## config.mk

```make
export PLATFORM = sky130hd
export DESIGN_NAME = chimeric_alignment_breakpoint_finder_top
export DESIGN_NICKNAME = d
export VERILOG_FILES = /design/src/hdl/cabf_pkg.sv /design/src/hdl/chimeric_alignment_breakpoint_finder_top.sv /design/src/hdl/cabf_ram.sv /design/src/hdl/cabf_alu.sv /design/src/hdl/cabf_ctrl.sv
export VERILOG_INCLUDE_DIRS = /design/src /design/src/hdl
export SDC_FILE = /design/constraint.sdc
export NUM_CORES = 2
export LEC_CHECK = 0
export ABC_CLOCK_PERIOD_IN_PS = 13300
export BUFFER_PORTS_ARGS = -buffer_cell sky130_fd_sc_hd__buf_2
export CAP_MARGIN = 20
export CORE_ASPECT_RATIO = 2
export CORE_MARGIN = 5
export CORE_UTILIZATION = 55
export DETAILED_ROUTE_END_ITERATION = 10
export GPL_TIMING_DRIVEN = 0
export PLACE_DENSITY = 0.76
export SYNTH_ARGS = -nofsm -noshare
export SYNTH_HDL_FRONTEND = slang
export SYNTH_SLANG_ARGS = --single-unit
```

## constraint.sdc

```tcl
create_clock -name aclk -period 13.3 [get_ports aclk]
set_input_delay 1.995 -clock aclk [delete_from_list [all_inputs] [get_ports aclk]]
set_output_delay 1.995 -clock aclk [all_outputs]
set_load 0.05 [all_outputs]
```

## src/hdl/chimeric_alignment_breakpoint_finder_top_defines.svh

```systemverilog
// assertion helpers for the breakpoint finder
`ifndef CHIMERIC_ALIGNMENT_BREAKPOINT_FINDER_TOP_DEFINES_SVH
`define CHIMERIC_ALIGNMENT_BREAKPOINT_FINDER_TOP_DEFINES_SVH

// same-cycle implication, ignored while reset is held
`define CABF_ASSERT_NOW(lbl, clk, rstn, ante, cons, msg) \
    lbl: assert property (@(posedge clk) disable iff (!rstn) (ante) |-> (cons)) \
        else $error(msg);

// next-cycle implication, ignored while reset is held
`define CABF_ASSERT_NEXT(lbl, clk, rstn, ante, cons, msg) \
    lbl: assert property (@(posedge clk) disable iff (!rstn) (ante) |=> (cons)) \
        else $error(msg);

`endif

```

## src/hdl/cabf_pkg.sv

```systemverilog
package cabf_pkg;

    localparam int MAX_GROUP = 16;
    localparam int CNT_W     = $clog2(MAX_GROUP + 1);
    localparam int ADDR_W    = $clog2(MAX_GROUP);

    localparam int CW  = 16;
    localparam int QW  = 24;
    localparam int GW  = 31;
    localparam int OPW = 32;

    localparam int S_TDATA_W = 128;
    localparam int M_TDATA_W = 160;

    typedef struct packed {
        logic [CW-1:0] chrom;
        logic [QW-1:0] qf;
        logic [QW-1:0] qt;
        logic [GW-1:0] gf;
        logic [GW-1:0] gt;
        logic          eor;
    } in_t;

    // one held segment as kept in the group store
    typedef struct packed {
        logic [CW-1:0] chrom;
        logic [QW-1:0] qlo;
        logic [QW-1:0] qhi;
        logic [GW-1:0] gfrom;
        logic [GW-1:0] gto;
        logic          rev;
        logic          gswap;
    } member_t;

    localparam int MEM_W = $bits(member_t);

    typedef struct packed {
        logic              we;
        logic [ADDR_W-1:0] addr;
        member_t           data;
    } mem_wr_t;

    typedef struct packed {
        logic [OPW-1:0] a;
        logic [OPW-1:0] b;
    } alu_req_t;

    typedef struct packed {
        logic [OPW-1:0] diff;
        logic           lt;
        logic           eq;
    } alu_res_t;

    typedef struct packed {
        logic [CW-1:0] bp1_chrom;
        logic [GW-1:0] bp1_low;
        logic [GW-1:0] bp1_high;
        logic          bp1_left;
        logic [CW-1:0] bp2_chrom;
        logic [GW-1:0] bp2_low;
        logic [GW-1:0] bp2_high;
        logic          bp2_left;
        logic          last_of_run;
        logic          group_truncated;
    } pair_t;

    typedef struct packed {
        logic [CNT_W-1:0] count;
        logic             ov;
    } status_t;

    typedef enum logic [3:0] {
        ST_IDLE,
        ST_RD_LAST,
        ST_OV_LEN,
        ST_OV_SPA,
        ST_OV_CA,
        ST_OV_SPB,
        ST_OV_CB,
        ST_SC_RD,
        ST_SC_CMP,
        ST_EM_RD,
        ST_EM_OUT,
        ST_EM_HOLD,
        ST_WRITE
    } state_t;

endpackage

```

## src/hdl/chimeric_alignment_breakpoint_finder_top.sv

```systemverilog
// channel  dir  tdata                          tlast        tuser
// s_       in   segment, 126 bits in 128       end_of_read  -
// m_       out  breakpoint pair, 158 in 160    last_of_run  group_truncated
//
// one item at a time; ready only while idle
// empty group: stored directly; overlapping segment: length and span checks, then stored
// non-overlap: every held segment is scanned, then each is emitted as a pair when all
// are discordant; sequenced through the single store read port and the shared subtractor
// reset: synchronous, active low, clears the sequencer, group count, truncation flag and output valid only
// output stalls hold the sequencer in place until the pair is taken
`include "chimeric_alignment_breakpoint_finder_top_defines.svh"

module chimeric_alignment_breakpoint_finder_top (
    input  logic                             aclk,
    input  logic                             aresetn,
    input  logic                             s_tvalid,
    output logic                             s_tready,
    // chrom, query_from, query_to, genome_from, genome_to, zero pad
    input  logic [cabf_pkg::S_TDATA_W-1:0]   s_tdata,
    input  logic                             s_tlast,
    output logic                             m_tvalid,
    input  logic                             m_tready,
    // bp1_chrom, bp1_low, bp1_high, bp1_left, bp2_chrom, bp2_low, bp2_high,
    // bp2_left, zero pad
    output logic [cabf_pkg::M_TDATA_W-1:0]   m_tdata,
    output logic                             m_tlast,
    // group_truncated
    output logic                             m_tuser
);

    cabf_pkg::in_t                   in_item;
    cabf_pkg::alu_req_t              alu_req;
    cabf_pkg::alu_res_t              alu_res;
    cabf_pkg::mem_wr_t               mem_wr;
    logic [cabf_pkg::ADDR_W-1:0]     mem_raddr;
    logic [cabf_pkg::MEM_W-1:0]      mem_rdata;
    logic                            emit_load;
    cabf_pkg::pair_t                 pair;
    cabf_pkg::status_t               status;
    logic                            out_taken;

    cabf_pkg::pair_t                 pair_reg;
    logic                            out_valid_reg, out_valid_next;

    assign in_item.chrom = s_tdata[15:0];
    assign in_item.qf    = s_tdata[39:16];
    assign in_item.qt    = s_tdata[63:40];
    assign in_item.gf    = s_tdata[94:64];
    assign in_item.gt    = s_tdata[125:95];
    assign in_item.eor   = s_tlast;

    cabf_ram #(
        .WIDTH(cabf_pkg::MEM_W),
        .DEPTH(cabf_pkg::MAX_GROUP)
    ) u_store (
        .aclk  (aclk),
        .we    (mem_wr.we),
        .waddr (mem_wr.addr),
        .wdata (mem_wr.data),
        .raddr (mem_raddr),
        .rdata (mem_rdata)
    );

    cabf_alu u_alu (
        .req (alu_req),
        .res (alu_res)
    );

    cabf_ctrl u_ctrl (
        .aclk      (aclk),
        .aresetn   (aresetn),
        .in_item   (in_item),
        .in_valid  (s_tvalid),
        .in_ready  (s_tready),
        .alu_req   (alu_req),
        .alu_res   (alu_res),
        .mem_wr    (mem_wr),
        .mem_raddr (mem_raddr),
        .mem_rdata (cabf_pkg::member_t'(mem_rdata)),
        .emit_load (emit_load),
        .pair      (pair),
        .out_taken (out_taken),
        .status    (status)
    );

    assign out_taken = out_valid_reg && m_tready;

    always_comb begin
        out_valid_next = out_valid_reg;
        if (emit_load) begin
            out_valid_next = 1'b1;
        end else if (out_taken) begin
            out_valid_next = 1'b0;
        end
    end

    always_ff @(posedge aclk) begin
        if (!aresetn) begin
            out_valid_reg <= 1'b0;
        end else begin
            out_valid_reg <= out_valid_next;
        end
        if (emit_load) begin
            pair_reg <= pair;
        end
    end

    assign m_tvalid = out_valid_reg;
    assign m_tdata  = {2'b00,
                       pair_reg.bp2_left, pair_reg.bp2_high, pair_reg.bp2_low,
                       pair_reg.bp2_chrom,
                       pair_reg.bp1_left, pair_reg.bp1_high, pair_reg.bp1_low,
                       pair_reg.bp1_chrom};
    assign m_tlast  = pair_reg.last_of_run;
    assign m_tuser  = pair_reg.group_truncated;

    `CABF_ASSERT_NOW(a_no_accept_while_pending, aclk, aresetn, m_tvalid, !s_tready, "input accepted while a pair is pending")
    `CABF_ASSERT_NEXT(a_busy_after_accept, aclk, aresetn, s_tvalid && s_tready, !s_tready, "ready after accepting an item")
    `CABF_ASSERT_NOW(a_trunc_only_full, aclk, aresetn, status.ov, status.count == cabf_pkg::CNT_W'(cabf_pkg::MAX_GROUP), "truncation flag set with group not full")
    `CABF_ASSERT_NEXT(a_run_ends, aclk, aresetn, m_tvalid && m_tready && m_tlast, !m_tvalid, "pair issued after the last of a run")

endmodule

```

## src/hdl/cabf_ram.sv

```systemverilog
module cabf_ram #(
    parameter int WIDTH = 8,
    parameter int DEPTH = 16
) (
    input  logic                     aclk,
    input  logic                     we,
    input  logic [$clog2(DEPTH)-1:0] waddr,
    input  logic [WIDTH-1:0]         wdata,
    input  logic [$clog2(DEPTH)-1:0] raddr,
    output logic [WIDTH-1:0]         rdata
);

    logic [WIDTH-1:0] mem [DEPTH];

    always_ff @(posedge aclk) begin
        if (we) begin
            mem[waddr] <= wdata;
        end
        rdata <= mem[raddr];
    end

endmodule

```

## src/hdl/cabf_alu.sv

```systemverilog
module cabf_alu (
    input  cabf_pkg::alu_req_t req,
    output cabf_pkg::alu_res_t res
);

    logic [cabf_pkg::OPW:0] sub;

    assign sub      = {1'b0, req.a} - {1'b0, req.b};
    assign res.diff = sub[cabf_pkg::OPW-1:0];
    assign res.lt   = sub[cabf_pkg::OPW];
    assign res.eq   = (sub[cabf_pkg::OPW-1:0] == '0);

endmodule

```

## src/hdl/cabf_ctrl.sv

```systemverilog
module cabf_ctrl (
    input  logic                            aclk,
    input  logic                            aresetn,
    input  cabf_pkg::in_t                   in_item,
    input  logic                            in_valid,
    output logic                            in_ready,
    output cabf_pkg::alu_req_t              alu_req,
    input  cabf_pkg::alu_res_t              alu_res,
    output cabf_pkg::mem_wr_t               mem_wr,
    output logic [cabf_pkg::ADDR_W-1:0]     mem_raddr,
    input  cabf_pkg::member_t               mem_rdata,
    output logic                            emit_load,
    output cabf_pkg::pair_t                 pair,
    input  logic                            out_taken,
    output cabf_pkg::status_t               status
);

    cabf_pkg::state_t state_reg, state_next;

    logic [cabf_pkg::CNT_W-1:0]  count_reg, count_next;
    logic                        ov_reg, ov_next;
    cabf_pkg::member_t           new_reg, new_next;
    logic                        eor_reg, eor_next;
    logic [cabf_pkg::ADDR_W-1:0] addr_reg, addr_next;
    logic [cabf_pkg::ADDR_W-1:0] wr_addr_reg, wr_addr_next;
    logic [cabf_pkg::CNT_W-1:0]  cnt_after_reg, cnt_after_next;
    logic                        ov_after_reg, ov_after_next;
    logic [cabf_pkg::QW-1:0]     len_reg, len_next;
    logic [cabf_pkg::QW-1:0]     tmp_reg, tmp_next;
    logic                        fa_reg, fa_next;
    logic                        any_reg, any_next;

    logic [cabf_pkg::CNT_W-1:0]  cnt_m1;
    logic [cabf_pkg::ADDR_W-1:0] last_idx;
    logic                        at_last;
    logic                        qswap, gswap;
    logic                        c1, c2;
    logic [cabf_pkg::QW-1:0]     mn, lo;
    logic                        nonov;
    logic                        le, ge, ggt, disc, conc;

    assign cnt_m1   = count_reg - cabf_pkg::CNT_W'(1);
    assign last_idx = cnt_m1[cabf_pkg::ADDR_W-1:0];
    assign at_last  = (addr_reg == last_idx);

    assign qswap = (in_item.qf > in_item.qt);
    assign gswap = (in_item.gf > in_item.gt);

    // held segment a is the store output, new segment b is new_reg
    assign c1 = (mem_rdata.qlo <= new_reg.qlo) && (mem_rdata.qhi >= new_reg.qlo);
    assign c2 = (mem_rdata.qlo >= new_reg.qlo) && (mem_rdata.qlo <= new_reg.qhi);
    assign mn = (mem_rdata.qhi < new_reg.qhi) ? mem_rdata.qhi : new_reg.qhi;
    assign lo = (mem_rdata.qlo <= new_reg.qlo) ? new_reg.qlo : mem_rdata.qlo;
    assign nonov = fa_reg && alu_res.lt;

    // concordance, genome compare comes from the shared unit
    assign le   = (mem_rdata.qlo <= new_reg.qlo);
    assign ge   = (mem_rdata.qlo >= new_reg.qlo);
    assign ggt  = !alu_res.lt && !alu_res.eq;
    assign disc = new_reg.rev ? ((le && alu_res.lt) || (ge && ggt))
                              : ((le && ggt) || (ge && alu_res.lt));
    assign conc = (mem_rdata.chrom == new_reg.chrom) && (mem_rdata.rev == new_reg.rev)
                  && !disc;

    always_ff @(posedge aclk) begin
        if (!aresetn) begin
            state_reg <= cabf_pkg::ST_IDLE;
            count_reg <= '0;
            ov_reg    <= 1'b0;
        end else begin
            state_reg <= state_next;
            count_reg <= count_next;
            ov_reg    <= ov_next;
        end
        new_reg       <= new_next;
        eor_reg       <= eor_next;
        addr_reg      <= addr_next;
        wr_addr_reg   <= wr_addr_next;
        cnt_after_reg <= cnt_after_next;
        ov_after_reg  <= ov_after_next;
        len_reg       <= len_next;
        tmp_reg       <= tmp_next;
        fa_reg        <= fa_next;
        any_reg       <= any_next;
    end

    always_comb begin
        state_next = state_reg;
        case (state_reg)
            cabf_pkg::ST_IDLE: begin
                if (in_valid) begin
                    state_next = (count_reg == '0) ? cabf_pkg::ST_WRITE : cabf_pkg::ST_RD_LAST;
                end
            end
            cabf_pkg::ST_RD_LAST: state_next = cabf_pkg::ST_OV_LEN;
            cabf_pkg::ST_OV_LEN:  state_next = cabf_pkg::ST_OV_SPA;
            cabf_pkg::ST_OV_SPA:  state_next = cabf_pkg::ST_OV_CA;
            cabf_pkg::ST_OV_CA:   state_next = cabf_pkg::ST_OV_SPB;
            cabf_pkg::ST_OV_SPB:  state_next = cabf_pkg::ST_OV_CB;
            cabf_pkg::ST_OV_CB: begin
                state_next = nonov ? cabf_pkg::ST_SC_RD : cabf_pkg::ST_WRITE;
            end
            cabf_pkg::ST_SC_RD:   state_next = cabf_pkg::ST_SC_CMP;
            cabf_pkg::ST_SC_CMP: begin
                if (at_last) begin
                    state_next = (any_reg || conc) ? cabf_pkg::ST_WRITE : cabf_pkg::ST_EM_RD;
                end else begin
                    state_next = cabf_pkg::ST_SC_RD;
                end
            end
            cabf_pkg::ST_EM_RD:   state_next = cabf_pkg::ST_EM_OUT;
            cabf_pkg::ST_EM_OUT:  state_next = cabf_pkg::ST_EM_HOLD;
            cabf_pkg::ST_EM_HOLD: begin
                if (out_taken) begin
                    state_next = at_last ? cabf_pkg::ST_WRITE : cabf_pkg::ST_EM_RD;
                end
            end
            cabf_pkg::ST_WRITE:   state_next = cabf_pkg::ST_IDLE;
            default:              state_next = cabf_pkg::ST_IDLE;
        endcase
    end

    always_comb begin
        in_ready     = 1'b0;
        emit_load    = 1'b0;
        alu_req.a    = '0;
        alu_req.b    = '0;
        mem_wr.we    = 1'b0;
        mem_wr.addr  = wr_addr_reg;
        mem_wr.data  = new_reg;
        case (state_reg)
            cabf_pkg::ST_IDLE:    in_ready = 1'b1;
            cabf_pkg::ST_OV_LEN: begin
                alu_req.a = cabf_pkg::OPW'(mn);
                alu_req.b = cabf_pkg::OPW'(lo);
            end
            cabf_pkg::ST_OV_SPA: begin
                alu_req.a = cabf_pkg::OPW'(mem_rdata.qhi);
                alu_req.b = cabf_pkg::OPW'(mem_rdata.qlo);
            end
            cabf_pkg::ST_OV_CA, cabf_pkg::ST_OV_CB: begin
                alu_req.a = cabf_pkg::OPW'({len_reg, 2'b00});
                alu_req.b = cabf_pkg::OPW'(tmp_reg);
            end
            cabf_pkg::ST_OV_SPB: begin
                alu_req.a = cabf_pkg::OPW'(new_reg.qhi);
                alu_req.b = cabf_pkg::OPW'(new_reg.qlo);
            end
            cabf_pkg::ST_SC_CMP: begin
                alu_req.a = cabf_pkg::OPW'(mem_rdata.gfrom);
                alu_req.b = cabf_pkg::OPW'(new_reg.gfrom);
            end
            cabf_pkg::ST_EM_OUT:  emit_load = 1'b1;
            cabf_pkg::ST_WRITE:   mem_wr.we = 1'b1;
            default: begin
            end
        endcase
    end

    always_comb begin
        count_next     = count_reg;
        ov_next        = ov_reg;
        new_next       = new_reg;
        eor_next       = eor_reg;
        addr_next      = addr_reg;
        wr_addr_next   = wr_addr_reg;
        cnt_after_next = cnt_after_reg;
        ov_after_next  = ov_after_reg;
        len_next       = len_reg;
        tmp_next       = tmp_reg;
        fa_next        = fa_reg;
        any_next       = any_reg;
        case (state_reg)
            cabf_pkg::ST_IDLE: begin
                if (in_valid) begin
                    new_next.chrom = in_item.chrom;
                    new_next.qlo   = qswap ? in_item.qt : in_item.qf;
                    new_next.qhi   = qswap ? in_item.qf : in_item.qt;
                    new_next.gfrom = in_item.gf;
                    new_next.gto   = in_item.gt;
                    new_next.rev   = qswap ^ gswap;
                    new_next.gswap = gswap;
                    eor_next       = in_item.eor;
                    addr_next      = last_idx;
                    wr_addr_next   = '0;
                    cnt_after_next = cabf_pkg::CNT_W'(1);
                    ov_after_next  = 1'b0;
                end
            end
            cabf_pkg::ST_OV_LEN: len_next = (c1 || c2) ? alu_res.diff[cabf_pkg::QW-1:0] : '0;
            cabf_pkg::ST_OV_SPA: tmp_next = alu_res.diff[cabf_pkg::QW-1:0];
            cabf_pkg::ST_OV_CA:  fa_next  = alu_res.lt;
            cabf_pkg::ST_OV_SPB: tmp_next = alu_res.diff[cabf_pkg::QW-1:0];
            cabf_pkg::ST_OV_CB: begin
                if (!nonov) begin
                    // joins the group, or overwrites the final slot when full
                    if (count_reg < cabf_pkg::CNT_W'(cabf_pkg::MAX_GROUP)) begin
                        wr_addr_next   = count_reg[cabf_pkg::ADDR_W-1:0];
                        cnt_after_next = count_reg + cabf_pkg::CNT_W'(1);
                        ov_after_next  = ov_reg;
                    end else begin
                        wr_addr_next   = cabf_pkg::ADDR_W'(cabf_pkg::MAX_GROUP - 1);
                        cnt_after_next = count_reg;
                        ov_after_next  = 1'b1;
                    end
                end else begin
                    addr_next      = '0;
                    any_next       = 1'b0;
                    wr_addr_next   = '0;
                    cnt_after_next = cabf_pkg::CNT_W'(1);
                    ov_after_next  = 1'b0;
                end
            end
            cabf_pkg::ST_SC_CMP: begin
                any_next  = any_reg || conc;
                addr_next = at_last ? '0 : addr_reg + cabf_pkg::ADDR_W'(1);
            end
            cabf_pkg::ST_EM_HOLD: begin
                if (out_taken && !at_last) begin
                    addr_next = addr_reg + cabf_pkg::ADDR_W'(1);
                end
            end
            cabf_pkg::ST_WRITE: begin
                count_next = eor_reg ? '0 : cnt_after_reg;
                ov_next    = eor_reg ? 1'b0 : ov_after_reg;
            end
            default: begin
            end
        endcase
    end

    assign mem_raddr = addr_reg;

    always_comb begin
        pair.bp1_chrom       = mem_rdata.chrom;
        pair.bp1_low         = mem_rdata.gswap ? mem_rdata.gto : mem_rdata.gfrom;
        pair.bp1_high        = mem_rdata.gswap ? mem_rdata.gfrom : mem_rdata.gto;
        pair.bp1_left        = mem_rdata.rev;
        pair.bp2_chrom       = new_reg.chrom;
        pair.bp2_low         = new_reg.gswap ? new_reg.gto : new_reg.gfrom;
        pair.bp2_high        = new_reg.gswap ? new_reg.gfrom : new_reg.gto;
        pair.bp2_left        = !new_reg.rev;
        pair.last_of_run     = at_last;
        pair.group_truncated = ov_reg;
    end

    assign status.count = count_reg;
    assign status.ov    = ov_reg;

endmodule
```

Word level (Yosys, flattened, before mapping)
Memory sizes are Yosys's and may differ from the RTL's. A register that Yosys moved wholly into a read port is not among the register bits. Cells that the tools add are included.

Bits in registers: 364. Memory bits (writable): 2048. Word-level logic and storage cells: 144. Memories: 1.

$add $sub $neg: 4. $lt $le $gt $ge: 8. Equal/unequal tests: 19. Mux-type cells: 46. Bitwise gates (word level): 1. Reduce and logical (&&, ||, !) cells: 35.

Memory list: u_store.mem (depth 16, bits a word 128, rd ports 1, clocked after Yosys merged registers in 1, write ports 1, line cabf_ram.sv:13) `logic [WIDTH-1:0] mem [DEPTH];`.

Operators by type and width (number): 63-bit one-hot mux with 5 select lines (1); 31-bit two-way mux (4); 24-bit two-way mux (4); 24-bit greater-or-equal comparator (2); 24-bit <= comparator (2); 4-bit two-way mux (12); 4-bit one-hot mux with 12 select lines (1); 32-bit by 32-bit subtractor with 33-bit output (1); 32-bit zero test (1); 31-bit > comparator (1); 24-bit > comparator (1); 24-bit < comparator (1); 4-bit == test, second input constant (5); 5-bit two-way mux (4); 16-bit == test (1); 4-bit by 3-bit == test with 1-bit output, second input constant (4); 4-bit one-hot mux with 4 select lines (1); 1-bit two-way mux (13); 1-bit logical AND (12); 5-bit one-hot mux with 2 select lines (1); 4-bit by 2-bit == test with 1-bit output, second input constant (2); 4-bit one-hot mux with 2 select lines (1); 2-bit AND reduction (4); 3-bit two-way mux (2); 19 further kinds (32).

Logic depth before layout (Yosys ltp)
Word-level depth: 16. Gate-level depth with buffers: 24. Depth with buffers taken out: 23.

Cells and area by module
Synthesis repeated with hierarchy kept, for this count alone.

Cells, all modules: 5229. Area total of the unflattened synthesis: 101438.5 um^2.

Modules (own cells, without submodules): cabf_ram (times used 1, cells an instance 3365, area an instance 79331.1 um^2, seq. area each 64061.4 um^2); cabf_ctrl (times used 1, cells an instance 1370, area an instance 15079.5 um^2, seq. area each 5995.8 um^2); chimeric_alignment_breakpoint_finder_top (times used 1, cells an instance 167, area an instance 4864.7 um^2, seq. area each 4824.6 um^2); cabf_alu (times used 1, cells an instance 327, area an instance 2163.3 um^2, seq. area each 0.0 um^2).

Least setup slack after synthesis
No wires, ideal clock.

Path kind: reg-to-reg. Start point: register u_ctrl.state_reg[0]. End point: memory u_store.mem[1][0] (netlist bit), enable pin. Library setup time: 0.772 ns. Data arrival time: 9.938 ns. Setup slack: 2.590 ns. Cell stages (with the launch flop): 8. Clock period less this slack: 10.710 ns. Cells stage by stage: dfxtp_1 > clkbuf_1 > nor2b_1 > nand2_1 > clkbuf_1 > nor2_1 > nand2_1 > nor3_1.

Cells in the longest elaborated chain, start to end: 4.

Ends and longest elaborated chain: start, declared (line cabf_ctrl.sv:18) `cabf_pkg::state_t state_reg, state_next;`; start signal, assigned (line cabf_ctrl.sv:67) `state_reg <= cabf_pkg::ST_IDLE;`; start signal, assigned (line cabf_ctrl.sv:71) `state_reg <= state_next;`; 4-bit == test (line cabf_ctrl.sv:131) `case (state_reg)`; 1-bit two-way mux (line cabf_ctrl.sv:131); 1-bit two-way mux (line cabf_ram.sv:16) `if (we) begin`; 1-bit two-way mux (implied by the code) (line cabf_ram.sv:17) `mem[waddr] <= wdata;`; end, declared (line cabf_ram.sv:13).

No other way between the ends.

==> results.py <==
metrics = {
    "timing": {
        "maxSlewViolCount": 0,
        "whs_ns": 0.451,
        "final.period_utilization_pct": 66.3,
        "rsz0062_at_grt": "false",
        "tns_ns": 0,
        "setup_slack_ns": 4.49,
        "fin_skew_ns": 0.0555,
        "tightest_slew_ns": 1.19,
        "slew_headroom_pct": 20.1,
        "finalCriticalPeriod_ns": 8.81,
        "finalSetupViolations": 0,
        "maxClockFrequency_ghz": 0.113,
        "hold_viol": 0,
    },
    "min_path": {
        "hold_path.class": "register to register",
    },
    "placement": {
        "place.gp.congestion": 0.992,
        "dp_slack_ns": 4.62,
        "dp_hpwl_mm": 206,
        "numPortBuffers": 292,
    },
    "global_routing": {
        "antenna_found_initial": 15,
        "grt_pass1_wl_mm": 410,
        "grt_pass1_vias": 55491,
        "grt_overflow": 0,
        "grt_max_degree": 79,
        "grt_usage_pct": 30.1,
    },
    "synth": {
        "ys_seq_area_share_pct": 74.0,
        "synth_area_sq_mm": 0.101,
        "ys_types": 80,
        "synthCells": 4949,
        "postSynthAreaPerCell_sq_um": 20.4,
        "synth-edff-count": 2401,
        "ys_async_sr_fraction_pct": 0,
        "synth_warnings": 0,
        "synth-main-ff-cell": "edfxtp_1",
        "ys_ff_latch": 2540,
    },
    "floorplan": {
        "pin_count": 297,
        "die_w_um": 313,
        "fp.dieArea_sq_mm": 0.193,
        "die_y_um": 617,
        "rows": 222,
        "start_util_pct": 55.3,
        "coreArea_sq_mm": 0.183,
    },
    "detailed_routing": {
        "drc": 0,
        "drtAntennaViolNets": 0,
        "wire_per_inst_um": 35.8,
        "vias": 54074,
        "totalWireLength_mm": 293,
        "initialDrtViolationCount": 7064,
        "dr.pass1.iters": 8,
        "via_per_inst": 6.60,
    },
    "power": {
        "seq_power_share_pct": 44.0,
        "vdd_drop_max_v": 0.000163,
        "power_frac_clock_pct": 24.1,
        "p_sw_mw": 9.03,
        "combPwrFrac_pct": 31.9,
        "leakage_nw": 38.9,
        "swShare_pct": 35.3,
        "p_per_area_mw_per_mm2": 221,
        "p_int_mw": 16.6,
    },
    "setup_path": {
        "ff2ff_setup_slack_ns": 4.49,
        "arrival_ns": 9.51,
        "cp_max_fo": 19,
        "crit_type": "register to register",
        "critical_path_required_ns": 13.99,
        "worstSetupStartpointType": "register",
        "worstSetupEndpointType": "register",
    },
    "cells_and_area": {
        "largest_reg_flops": 2048,
        "final_cell_mix": "edfxtp_1, mux4_2, buf_2, clkbuf_16, clkbuf_1",
        "finalNetCount": 5975,
        "area_growth_pct": 14.4,
        "layout_commonest_cell": "edfxtp_1",
        "top_register": "u_store.mem",
        "post_route_cells_drive_above_1_share_pct": 28.7,
    },
    "clock_tree": {
        "cts_sinks": 2540,
        "ctsResizeCount": 0,
        "post_cts_buffers": 0,
        "cts-htree-levels": 4,
        "clock_latency_ns": 0.88,
        "clk_pin_slew_ns": 0.08,
        "clockRootBuffer": "clkbuf_16",
        "cts_tree": "done",
        "cts_hold_buf": 0,
        "clockBufferDepth": 4,
        "tritoncts.num_buffers": 210,
    },
    "run": {
        "maxCapViolCount": 0,
    },
    "outcome": {
        "outcome": "complete, no violations",
    },
}
[critical path, stage by stage (launching register included)]
cell       delay [ns]
edfxtp_1         1.10
inv_1            0.21
ha_1             0.38
nand4_1          0.27
or4_4            0.66
or2_4            0.28
or3_1            0.42
o21ai_2          0.22
buf_2            0.36
mux2_1           0.36
a21oi_1          0.16
ha_1             0.24
clkbuf_1         0.29
a21oi_1          0.46
o21ai_0          0.47
nor3_1           0.78
a21oi_1          0.26
a21o_1           0.23
xor2_1           0.24
a2111oi_0        0.44
nand4_1          0.51
a21oi_1          0.29
[cell families (layout without fill, tap and decap cells)]
family / after synthesis / count (layout) / share of synthesized area (%)
AOI/OAI and AO/OA: 460 / 460 / 3.10
xor gates and xnor gates: 43 / 43 / 0.380
adders and majority gates: 187 / 187 / 2.32
buffers and inverters: 368 / 1242 / 1.40
DFF: 2540 / 2540 / 74.0
muxes: 859 / 859 / 16.4
other: 1 / 14 / 0.00371
and+or+nand+nor: 491 / 491 / 2.43
[per-stage QoR]
stage	total power, mW	instances	utilization, %	instance area, sq um
floorplan	15.8	4950	-	101000
global placement	19.1	7594	57.7	106000
detailed placement	19.4	7769	59.3	109000
CTS	25.5	8150	63.0	115000
global route	26.4	8184	63.2	116000
finish	25.6	8188	63.2	116000
[metal layers]
metal	global-route usage [%]	part of all wire, %	up-vias
li1	-	-	21943
met1	34.9	32	28106
met2	52.3	51	3301
met3	4.75	8.0	720
met4	19.5	8.2	4
met5	0	0.0068	-
[Yosys cell counts, types with 8 or more instances]
cell type  instances  share of area [%]
a211oi_1          40               0.30
a21o_1            45               0.33
a21oi_1          139               0.69
a222oi_1          46               0.46
a31oi_1            9              0.056
and2_1             9              0.056
and3_1            14              0.087
buf_1             49               0.18
buf_2             18              0.089
clkbuf_1         163               0.60
dfxtp_1          139                2.8
edfxtp_1        2401                 71
ha_1             186                2.3
inv_1            135               0.50
mux2_1            18               0.20
mux2_2           178                2.0
mux2i_1           47               0.47
mux4_2           616                 14
nand2_1          153               0.57
nand2b_1          12              0.074
nand3_1           25               0.12
nand4_1           42               0.26
nor2_1            96               0.36
nor2b_1           48               0.30
nor3_1            42               0.21
nor3b_1            9              0.067
nor4_1            10              0.062
o211ai_1          38               0.28
o21a_1            11              0.082
o21ai_0           47               0.23
o22ai_1           12              0.074
o31ai_1            8              0.059
xnor2_1           13               0.11
xor2_1            29               0.25
[power groups by stage]
stage	Combinational [mW]	Clock [mW]	Sequential, mW
floorplan	5.00	0	10.8
global placement	7.74	0	11.4
detailed placement	7.95	0	11.4
CTS	8.01	6.23	11.3
global route	8.57	6.56	11.3
finish	8.17	6.16	11.3
[final timing paths]
check,start,endpoint,cells past startpoint
max,u_ctrl.mem_wr[109],u_ctrl.any_reg,21
min,u_store.rdata[112],m_tdata[0],0
max reg2reg,u_ctrl.mem_wr[109],u_ctrl.any_reg,21
min reg2reg,u_store.rdata[112],m_tdata[0],0
[layout make-up]
type | count | area [sq um]
timing repair buffer | 493 | 4730
antenna | 12 | 30.0
fill | 11924 | 67300
sequential | 2540 | 74900
multi-input combinational | 2042 | 25000
inverter | 136 | 518
tap | 2352 | 2940
buffer | 232 | 917
clock buffer | 264 | 5640
clock inverter | 117 | 1080
(Power assumes the default switching activity.)
